`config.mk`:
```
export PLATFORM = sky130hd
export DESIGN_NAME = quantized_dense_layer_requant_top
export DESIGN_NICKNAME = d
export VERILOG_FILES = /design/src/hw/rtl/qdlr_pkg.sv /design/src/hw/rtl/qdlr_front.sv /design/src/hw/rtl/qdlr_queue.sv /design/src/hw/rtl/qdlr_back.sv /design/src/hw/rtl/quantized_dense_layer_requant_top.sv
export VERILOG_INCLUDE_DIRS = /design/src /design/src/hw/rtl
export SDC_FILE = /design/constraint.sdc
export NUM_CORES = 2
export LEC_CHECK = 0
export BUFFER_PORTS_ARGS = -buffer_cell sky130_fd_sc_hd__clkbuf_2
export CELL_PAD_IN_SITES_DETAIL_PLACEMENT = 1
export CELL_PAD_IN_SITES_GLOBAL_PLACEMENT = 2
export CORE_ASPECT_RATIO = 0.9
export CORE_MARGIN = 4
export CORE_UTILIZATION = 47
export DETAILED_ROUTE_END_ITERATION = 16
export PLACE_DENSITY_LB_ADDON = 0.15
export SLEW_MARGIN = 25
export SYNTH_ARGS = -nofsm -noshare
export SYNTH_HDL_FRONTEND = slang
export SYNTH_SLANG_ARGS = --single-unit
```
`constraint.sdc`:
```
create_clock -name clk -period 19.6 [get_ports clk]
set_input_delay 5.88 -clock clk [delete_from_list [all_inputs] [get_ports clk]]
set_output_delay 5.88 -clock clk [all_outputs]
set_load 0.05 [all_outputs]
```
`src/hw/rtl/quantized_dense_layer_requant_top_assert.svh`:
```
// Assertion macros shared by the dense layer RTL.
// Depends on nothing; users must have clk and rst in scope.
`ifndef QUANTIZED_DENSE_LAYER_REQUANT_TOP_ASSERT_SVH
`define QUANTIZED_DENSE_LAYER_REQUANT_TOP_ASSERT_SVH
`ifndef SYNTHESIS
// same-cycle implication, checked out of reset
`define QDLR_ASSERT_IMP(label, ante, cons, msg) \
  label: assert property (@(posedge clk) disable iff (rst) (ante) |-> (cons)) \
    else $error(msg);
// next-cycle implication, checked out of reset
`define QDLR_ASSERT_NXT(label, ante, cons, msg) \
  label: assert property (@(posedge clk) disable iff (rst) (ante) |=> (cons)) \
    else $error(msg);
`else
`define QDLR_ASSERT_IMP(label, ante, cons, msg)
`define QDLR_ASSERT_NXT(label, ante, cons, msg)
`endif
`endif

```
`src/hw/rtl/qdlr_pkg.sv`:
```
// Shared types and constants for the quantized dense layer.
// No dependencies.
package qdlr_pkg;

  localparam int ACT_W      = 8;
  localparam int WGT_W      = 8;
  localparam int DATA_W     = 32;
  localparam int PROD_W     = ACT_W + 1 + WGT_W;
  localparam int ACC_W      = 40;
  localparam int SHIFT_W    = 6;
  localparam int INDEX_W    = 6;
  localparam int MAX_NEURONS = 64;
  localparam int MULT_W     = 2 * DATA_W;

  localparam int QUEUE_DEPTH = 2;
  localparam int QPTR_W      = $clog2(QUEUE_DEPTH);
  localparam int QCNT_W      = $clog2(QUEUE_DEPTH + 1);

  // configuration register indexes
  localparam int REG_IDX_W = 3;
  localparam logic [REG_IDX_W-1:0] REG_IN_ZP    = 3'd0;
  localparam logic [REG_IDX_W-1:0] REG_OUT_ZP   = 3'd1;
  localparam logic [REG_IDX_W-1:0] REG_MULT     = 3'd2;
  localparam logic [REG_IDX_W-1:0] REG_SHIFT    = 3'd3;
  localparam logic [REG_IDX_W-1:0] REG_RELU     = 3'd4;

  typedef struct packed {
    logic [ACT_W-1:0]         in_zp;
    logic [ACT_W-1:0]         out_zp;
    logic signed [DATA_W-1:0] mult;
    logic [SHIFT_W-1:0]       shift;
    logic                     relu;
  } cfg_t;

  // one finished row, handed from the MAC to the requant engine
  typedef struct packed {
    logic signed [ACC_W-1:0]  acc;
    logic signed [DATA_W-1:0] bias;
    logic                     last;
  } entry_t;

endpackage

```
`src/hw/rtl/qdlr_front.sv`:
```
// MAC front end: takes one beat per cycle while the queue is not full, accumulates with 40-bit saturation.
// Depends on qdlr_pkg.
module qdlr_front (
  input  logic                             clk,
  input  logic                             rst,
  input  logic                             in_valid,
  output logic                             in_stall,
  input  logic [qdlr_pkg::ACT_W-1:0]       activation,
  input  logic signed [qdlr_pkg::WGT_W-1:0] weight,
  input  logic signed [qdlr_pkg::DATA_W-1:0] bias,
  input  logic                             row_last,
  input  logic                             layer_last,
  input  logic [qdlr_pkg::ACT_W-1:0]       in_zp,
  input  logic                             queue_full,
  output logic                             push,
  output qdlr_pkg::entry_t                 push_entry
);

  logic signed [qdlr_pkg::ACC_W-1:0]  acc;
  logic signed [qdlr_pkg::ACC_W-1:0]  acc_next;
  logic signed [qdlr_pkg::ACT_W:0]    act_off;
  logic signed [qdlr_pkg::PROD_W-1:0] prod;
  logic signed [qdlr_pkg::ACC_W:0]    sum_ext;
  logic                               accept;

  assign in_stall = queue_full;
  assign accept   = in_valid && !in_stall;

  // (activation - zero point) * weight
  assign act_off = $signed({1'b0, activation}) - $signed({1'b0, in_zp});
  assign prod    = act_off * weight;

  // saturating add into the accumulator
  assign sum_ext = $signed({acc[qdlr_pkg::ACC_W-1], acc})
                 + $signed({{(qdlr_pkg::ACC_W + 1 - qdlr_pkg::PROD_W){prod[qdlr_pkg::PROD_W-1]}},
                            prod});

  always_comb begin
    if (sum_ext[qdlr_pkg::ACC_W] == sum_ext[qdlr_pkg::ACC_W-1]) begin
      acc_next = sum_ext[qdlr_pkg::ACC_W-1:0];
    end else if (sum_ext[qdlr_pkg::ACC_W]) begin
      acc_next = {1'b1, {(qdlr_pkg::ACC_W-1){1'b0}}};
    end else begin
      acc_next = {1'b0, {(qdlr_pkg::ACC_W-1){1'b1}}};
    end
  end

  assign push            = accept && row_last;
  assign push_entry.acc  = acc_next;
  assign push_entry.bias = bias;
  assign push_entry.last = layer_last;

  always_ff @(posedge clk) begin
    if (rst) begin
      acc <= '0;
    end else if (accept) begin
      acc <= row_last ? '0 : acc_next;
    end
  end

endmodule

```
`src/hw/rtl/qdlr_queue.sv`:
```
// Short queue of finished rows between the MAC and the requant engine.
// Depends on qdlr_pkg and the assertion macro header.
`include "quantized_dense_layer_requant_top_assert.svh"

module qdlr_queue (
  input  logic             clk,
  input  logic             rst,
  input  logic             push,
  input  qdlr_pkg::entry_t push_entry,
  output logic             full,
  input  logic             pop,
  output logic             head_valid,
  output qdlr_pkg::entry_t head
);

  qdlr_pkg::entry_t slots [qdlr_pkg::QUEUE_DEPTH];
  logic [qdlr_pkg::QPTR_W-1:0] wr_ptr;
  logic [qdlr_pkg::QPTR_W-1:0] rd_ptr;
  logic [qdlr_pkg::QCNT_W-1:0] count;

  assign full       = (count == qdlr_pkg::QCNT_W'(qdlr_pkg::QUEUE_DEPTH));
  assign head_valid = (count != '0);
  assign head       = slots[rd_ptr];

  // storage
  always_ff @(posedge clk) begin
    if (push) begin
      slots[wr_ptr] <= push_entry;
    end
  end

  // pointers and fill level
  always_ff @(posedge clk) begin
    if (rst) begin
      wr_ptr <= '0;
      rd_ptr <= '0;
      count  <= '0;
    end else begin
      if (push) wr_ptr <= wr_ptr + 1'b1;
      if (pop)  rd_ptr <= rd_ptr + 1'b1;
      if (push && !pop) begin
        count <= count + 1'b1;
      end else if (pop && !push) begin
        count <= count - 1'b1;
      end
    end
  end

  `QDLR_ASSERT_IMP(a_no_push_full, push, !full, "row pushed into a full queue")
  `QDLR_ASSERT_IMP(a_no_pop_empty, pop, head_valid, "row popped from an empty queue")
  `QDLR_ASSERT_IMP(a_count_range, 1'b1, count <= qdlr_pkg::QCNT_W'(qdlr_pkg::QUEUE_DEPTH), "queue fill level out of range")

endmodule

```
`src/hw/rtl/qdlr_back.sv`:
```
// Requant engine: bias, int32 clamp, scale, rounding shift, output clamp, argmax.
// Depends on qdlr_pkg and the assertion macro header.
`include "quantized_dense_layer_requant_top_assert.svh"

module qdlr_back (
  input  logic                          clk,
  input  logic                          rst,
  input  qdlr_pkg::cfg_t                cfg,
  input  logic                          entry_valid,
  input  qdlr_pkg::entry_t              entry,
  output logic                          entry_pop,
  output logic                          out_valid,
  input  logic                          out_stall,
  output logic [qdlr_pkg::ACT_W-1:0]    neuron_value,
  output logic [qdlr_pkg::INDEX_W-1:0]  neuron_index,
  output logic [qdlr_pkg::INDEX_W-1:0]  best_index,
  output logic                          layer_done
);

  typedef enum logic [1:0] {
    S_IDLE,
    S_MUL,
    S_SHIFT,
    S_FINISH
  } state_t;

  state_t state;

  logic signed [qdlr_pkg::DATA_W-1:0] total;
  logic signed [qdlr_pkg::MULT_W-1:0] prod;
  logic signed [qdlr_pkg::MULT_W-1:0] quot;
  logic                               last;

  logic [qdlr_pkg::INDEX_W-1:0] cnt;
  logic [qdlr_pkg::ACT_W-1:0]   best_value;
  logic [qdlr_pkg::INDEX_W-1:0] best_position;
  logic                         best_valid;

  logic signed [qdlr_pkg::ACC_W:0]    bias_sum;
  logic signed [qdlr_pkg::DATA_W-1:0] total_next;
  logic signed [qdlr_pkg::MULT_W-1:0] prod_next;
  logic signed [qdlr_pkg::MULT_W-1:0] shifted;
  logic                               round_bit;
  logic signed [qdlr_pkg::MULT_W-1:0] quot_next;
  logic signed [qdlr_pkg::MULT_W:0]   biased;
  logic [qdlr_pkg::ACT_W-1:0]         low_bound;
  logic [qdlr_pkg::ACT_W-1:0]         value_next;
  logic                               take_best;
  logic [qdlr_pkg::INDEX_W-1:0]       best_pos_next;
  logic                               out_load;

  // bias add and int32 clamp, straight off the queue head
  assign bias_sum = $signed({entry.acc[qdlr_pkg::ACC_W-1], entry.acc})
                  + $signed({{(qdlr_pkg::ACC_W + 1 - qdlr_pkg::DATA_W){entry.bias[qdlr_pkg::DATA_W-1]}},
                             entry.bias});

  always_comb begin
    if (&bias_sum[qdlr_pkg::ACC_W:qdlr_pkg::DATA_W-1] ||
        ~|bias_sum[qdlr_pkg::ACC_W:qdlr_pkg::DATA_W-1]) begin
      total_next = bias_sum[qdlr_pkg::DATA_W-1:0];
    end else if (bias_sum[qdlr_pkg::ACC_W]) begin
      total_next = {1'b1, {(qdlr_pkg::DATA_W-1){1'b0}}};
    end else begin
      total_next = {1'b0, {(qdlr_pkg::DATA_W-1){1'b1}}};
    end
  end

  // 32x32 scale
  assign prod_next = total * cfg.mult;

  // arithmetic shift with round half up; shift 0 passes through
  assign shifted   = prod >>> cfg.shift;
  assign round_bit = prod[cfg.shift - 1'b1];
  assign quot_next = (cfg.shift == '0) ? prod
                   : shifted + $signed({{(qdlr_pkg::MULT_W-1){1'b0}}, round_bit});

  // Add the output zero point on the full-width quotient; an int32 clamp
  // first would land on the same byte, since both rails sit outside [0,255].
  assign biased    = $signed({quot[qdlr_pkg::MULT_W-1], quot})
                   + $signed({{(qdlr_pkg::MULT_W + 1 - qdlr_pkg::ACT_W){1'b0}}, cfg.out_zp});
  assign low_bound = cfg.relu ? cfg.out_zp : '0;

  always_comb begin
    if (!biased[qdlr_pkg::MULT_W] && |biased[qdlr_pkg::MULT_W-1:qdlr_pkg::ACT_W]) begin
      value_next = '1;
    end else if (biased[qdlr_pkg::MULT_W] || biased[qdlr_pkg::ACT_W-1:0] < low_bound) begin
      value_next = low_bound;
    end else begin
      value_next = biased[qdlr_pkg::ACT_W-1:0];
    end
  end

  // first maximum wins
  assign take_best     = !best_valid || (value_next > best_value);
  assign best_pos_next = take_best ? cnt : best_position;

  assign entry_pop = (state == S_IDLE) && entry_valid;
  assign out_load  = (state == S_FINISH) && (!out_valid || !out_stall);

  always_ff @(posedge clk) begin
    if (rst) begin
      state         <= S_IDLE;
      out_valid     <= 1'b0;
      cnt           <= '0;
      best_value    <= '0;
      best_position <= '0;
      best_valid    <= 1'b0;
    end else begin
      // output beat leaves when taken and nothing replaces it
      if (out_valid && !out_stall && !out_load) begin
        out_valid <= 1'b0;
      end
      case (state)
        S_IDLE: begin
          if (entry_valid) begin
            total <= total_next;
            last  <= entry.last;
            state <= S_MUL;
          end
        end
        S_MUL: begin
          prod  <= prod_next;
          state <= S_SHIFT;
        end
        S_SHIFT: begin
          quot  <= quot_next;
          state <= S_FINISH;
        end
        S_FINISH: begin
          if (out_load) begin
            out_valid     <= 1'b1;
            neuron_value  <= value_next;
            neuron_index  <= cnt;
            best_index    <= best_pos_next;
            layer_done    <= last;
            if (take_best) begin
              best_value    <= value_next;
              best_position <= cnt;
            end
            if (last) begin
              best_valid <= 1'b0;
              cnt        <= '0;
            end else begin
              best_valid <= 1'b1;
              cnt        <= (cnt == qdlr_pkg::INDEX_W'(qdlr_pkg::MAX_NEURONS - 1))
                            ? '0 : cnt + 1'b1;
            end
            state <= S_IDLE;
          end
        end
        default: begin
          state <= S_IDLE;
        end
      endcase
    end
  end

  `QDLR_ASSERT_NXT(a_beat_holds, out_valid && out_stall, out_valid && $stable(neuron_value), "stalled result beat changed")
  `QDLR_ASSERT_NXT(a_layer_resets, out_load && last, cnt == '0 && !best_valid, "layer end did not clear neuron count")
  `QDLR_ASSERT_NXT(a_row_sets_best, out_load && !last, best_valid, "argmax not valid after a row")
  `QDLR_ASSERT_NXT(a_finish_holds, state == S_FINISH && out_valid && out_stall, state == S_FINISH, "result dropped under stall")

endmodule

```
`src/hw/rtl/quantized_dense_layer_requant_top.sv`:
```
// Top level of the int8 dense layer with requantization and argmax.
// Depends on qdlr_pkg, qdlr_front, qdlr_queue and qdlr_back.
//
// Each input beat carries one activation/weight pair; the MAC front end takes
// one beat per clock whenever its two-entry row queue has room, so rows stream
// at one element per cycle. A beat with row_last set closes the neuron: the
// requant engine then works through it step by step (bias and int32 clamp,
// 32x32 multiply, rounding shift, output clamp with argmax update), one row at
// a time. Rows at least as long as that step list sustain one beat per cycle
// while out_stall is low; shorter rows wait on the engine once the queue fills.
// One result beat comes out per row, carrying the byte, its neuron index, the
// running first-maximum index and a layer-end flag. Configuration is written
// through a plain write port and should change only while the block is idle.
module quantized_dense_layer_requant_top (
  input  logic                               clk,
  input  logic                               rst,
  input  logic                               cfg_write,
  input  logic [qdlr_pkg::REG_IDX_W-1:0]     cfg_index,
  input  logic [qdlr_pkg::DATA_W-1:0]        cfg_data,
  input  logic                               in_valid,
  output logic                               in_stall,
  input  logic [qdlr_pkg::ACT_W-1:0]         activation,
  input  logic signed [qdlr_pkg::WGT_W-1:0]  weight,
  input  logic signed [qdlr_pkg::DATA_W-1:0] bias,
  input  logic                               row_last,
  input  logic                               layer_last,
  output logic                               out_valid,
  input  logic                               out_stall,
  output logic [qdlr_pkg::ACT_W-1:0]         neuron_value,
  output logic [qdlr_pkg::INDEX_W-1:0]       neuron_index,
  output logic [qdlr_pkg::INDEX_W-1:0]       best_index,
  output logic                               layer_done
);

  qdlr_pkg::cfg_t   cfg;
  qdlr_pkg::entry_t push_entry;
  qdlr_pkg::entry_t head;
  logic             push;
  logic             pop;
  logic             queue_full;
  logic             head_valid;

  // configuration registers
  always_ff @(posedge clk) begin
    if (rst) begin
      cfg.in_zp  <= '0;
      cfg.out_zp <= '0;
      cfg.mult   <= qdlr_pkg::DATA_W'(1);
      cfg.shift  <= '0;
      cfg.relu   <= 1'b0;
    end else if (cfg_write) begin
      case (cfg_index)
        qdlr_pkg::REG_IN_ZP:  cfg.in_zp  <= cfg_data[qdlr_pkg::ACT_W-1:0];
        qdlr_pkg::REG_OUT_ZP: cfg.out_zp <= cfg_data[qdlr_pkg::ACT_W-1:0];
        qdlr_pkg::REG_MULT:   cfg.mult   <= cfg_data;
        qdlr_pkg::REG_SHIFT:  cfg.shift  <= cfg_data[qdlr_pkg::SHIFT_W-1:0];
        qdlr_pkg::REG_RELU:   cfg.relu   <= cfg_data[0];
        default: begin
        end
      endcase
    end
  end

  qdlr_front u_front (
    .clk        (clk),
    .rst        (rst),
    .in_valid   (in_valid),
    .in_stall   (in_stall),
    .activation (activation),
    .weight     (weight),
    .bias       (bias),
    .row_last   (row_last),
    .layer_last (layer_last),
    .in_zp      (cfg.in_zp),
    .queue_full (queue_full),
    .push       (push),
    .push_entry (push_entry)
  );

  qdlr_queue u_queue (
    .clk        (clk),
    .rst        (rst),
    .push       (push),
    .push_entry (push_entry),
    .full       (queue_full),
    .pop        (pop),
    .head_valid (head_valid),
    .head       (head)
  );

  qdlr_back u_back (
    .clk          (clk),
    .rst          (rst),
    .cfg          (cfg),
    .entry_valid  (head_valid),
    .entry        (head),
    .entry_pop    (pop),
    .out_valid    (out_valid),
    .out_stall    (out_stall),
    .neuron_value (neuron_value),
    .neuron_index (neuron_index),
    .best_index   (best_index),
    .layer_done   (layer_done)
  );

endmodule

```
==> metrics.txt <==
status complete, no violations; post_cts resized 0; Most used DFF post-synth edfxtp_1; Clock Tree Buf Depth 3; final hold violation count 0; CP bufs+invs 6; layout cell share with drive strength beyond 1 8.71%; RSZ-0062 raised after global routing false; Pwr Density 149 nW/µm²; Max Cap Viol 0; first-pass detailed-route iteration total 7; routed via count 54.0k; I/O pins 113; most frequent cells in the layout fa_1, inv_1, nand2_1, and2_1, ha_1; Final Slew Violations 0; Layout fillers 17.0k; delay-heaviest family, CP adder cells; antenna violations before repair 6; Clk pin slew, worst setup/hold paths around 0.060 ns; global-route wire length before repair between 300000 and 400000 µm; sequential share of the synthesized area 17.1%; largest net degree at the start of global routing 74; critical path required time 20.08 ns; Nets 8900; Setup TNS Final 0 ns; Total Power ~11 mW; Worst-Skew Late Latency 0.70 ns; Synth async-reset ratio 0%; most used cell, CP fa_1; drt via density 5.83; wire length per cell ~26 µm; clk sinks 452; drt total wl around 240000 µm; Die ar. 160000 µm²; Residual DRC 0; core area 153000 µm²; Startpoint Class input port; area of the multi-input gates 53800 µm²; critical path type input port to register; clk_skew 0.0543 ns; most common cell after layout, fill and taps aside fa_1; worst-margin pin slew between 1 and 1.5 ns; Slew headroom just under 30%; Final GP Congestion 0.960; CTS tree built; CP arrival 15.15 ns; Root Buffer clkbuf_16; Worst path max stage delay 0.77 ns; Post-synth EDFFs around 330; Critical Path Fanout Max 26; Slowest cell on crit path fa_1; CTS buffer count 53; Mapped Area roughly 70000 µm²; DR iter-0 viols 3917; Chip Width 421 µm; Mapped Nets ~9.0k; Starting Density a little under half; area grow syn2layout 5.82%; final setup fails 0; Post-Syn Instances 7313; fmax 68.2 MHz; IO Port Bufs 112; Distinct cells, synth 112; Post-CTS Repair Setup Buffers 0; cts hold-fix bufs 0; LEAKAGE 34.1 nW; Sequential Area ~12000 µm²; vias in the first global route 59.2k; Avg Cell Area, Syn just under 10 µm²; CTS H-tree lvls 2; worst vdd ir approximately 0.18 mV; post-DP HPWL between 150000 and 200000 µm; Syn. warnings 0; grt total ovfl 0; Tightest Hold Check Type register to register; die height between 300 and 400 µm; Seq cells post-synth 452; Total GRT Usage 30.2%; Final Cycle Share 74.8%; Routed Antenna Nets 0; fin crit period 14.66 ns; num rows 136; Worst setup EP type register
report_power, final:
group	switching, mW	leakage (nW)	internal [mW]
combinational	5.18	29.2	3.06
sequential	0.345	4.01	1.71
clock	0.473	0.901	0.612
cells in the mapped netlist, drive strengths merged (110+ instances only):
master	n	share of area (%)
edfxtp	328	14
mux4	111	3.5
mux2	134	2.1
dfxtp	124	3.4
nand2	884	4.6
mux2i	110	1.5
nor2	322	1.7
inv	1135	5.9
o21ai	204	1.4
and2	578	5.0
xnor2	148	1.8
a21oi	248	1.7
ha	354	6.1
fa	1260	35
clkbuf	327	1.9
per-layer routing:
layer  routed length (µm)  part of all wire (%)  global-route usage (%)
met1               103000                    43                    42.0
met2               114000                    48                    49.5
met3                13000                   5.5                    4.12
met4                 8260                   3.5                    9.03
met5                   13                0.0054                       0
path summary, 6_finish.rpt:
kind                                     from              end  slack, ns  cells past startpoint
worst min register to register        cfg[26]          cfg[26]       0.45                      2
worst max-delay path            activation[0]   u_front.acc[2]       4.94                     33
worst max register to register        cfg[12]  u_back.prod[62]       9.87                     28
worst min-delay path                  cfg[26]          cfg[26]       0.45                      2
sequential cells by signal, indices dropped and copies added, names as in the netlist, 6 cells and up, named ones only:
register	count
u_back.total	32
u_back.quot	64
u_queue.slots	146
u_front.acc	40
cfg	55
u_back.neuron_value	8
u_back.cnt	6
u_back.prod	64
u_back.neuron_index	6
u_back.best_value	8
u_back.best_position	6
u_back.best_index	6
tightest hold or removal path: stages (launching register included):
cell	delay, ns
dfxtp_1	0.31
nand2_1	0.05
a21oi_1	0.05
layout make-up:
| type | instances | share of cell area [%] |
|---|---|---|
| diodes | 6 | 0.0197 |
| clock buffers | 67 | 1.89 |
| clock inverters | 33 | 0.568 |
| inverters | 1137 | 5.59 |
| multi-input cells | 5333 | 70.6 |
| flip-flops and latches | 452 | 16.2 |
| well taps | 2001 | 3.28 |
| repair buffers | 219 | 1.86 |
cells by family after synthesis:
family | after synthesis | synth area share [%]
flip-flops | 452 | 17.1
adder cells (fa/ha/maj) | 1629 | 41.3
buffers and inverters | 1528 | 8.32
XOR/XNOR | 234 | 2.84
multiplexers | 355 | 7.15
AO/OA/AOI/OAI | 930 | 8.46
AND/OR/NAND/NOR | 2185 | 14.8
through the flow:
step	setup slack, ns	area, µm²	util [%]	hold slack (ns)	instances
floorplan	5.21	72100	-	0.425	7313
global placement	4.43	74300	48.7	0.442	9139
detailed placement	4.23	74300	48.7	0.450	9139
CTS	4.89	76200	49.9	0.459	9239
global route	4.24	76300	50.0	0.484	9244
finish	4.94	76300	50.0	0.455	9248
No activity file was read; power rests on OpenSTA's default activity.
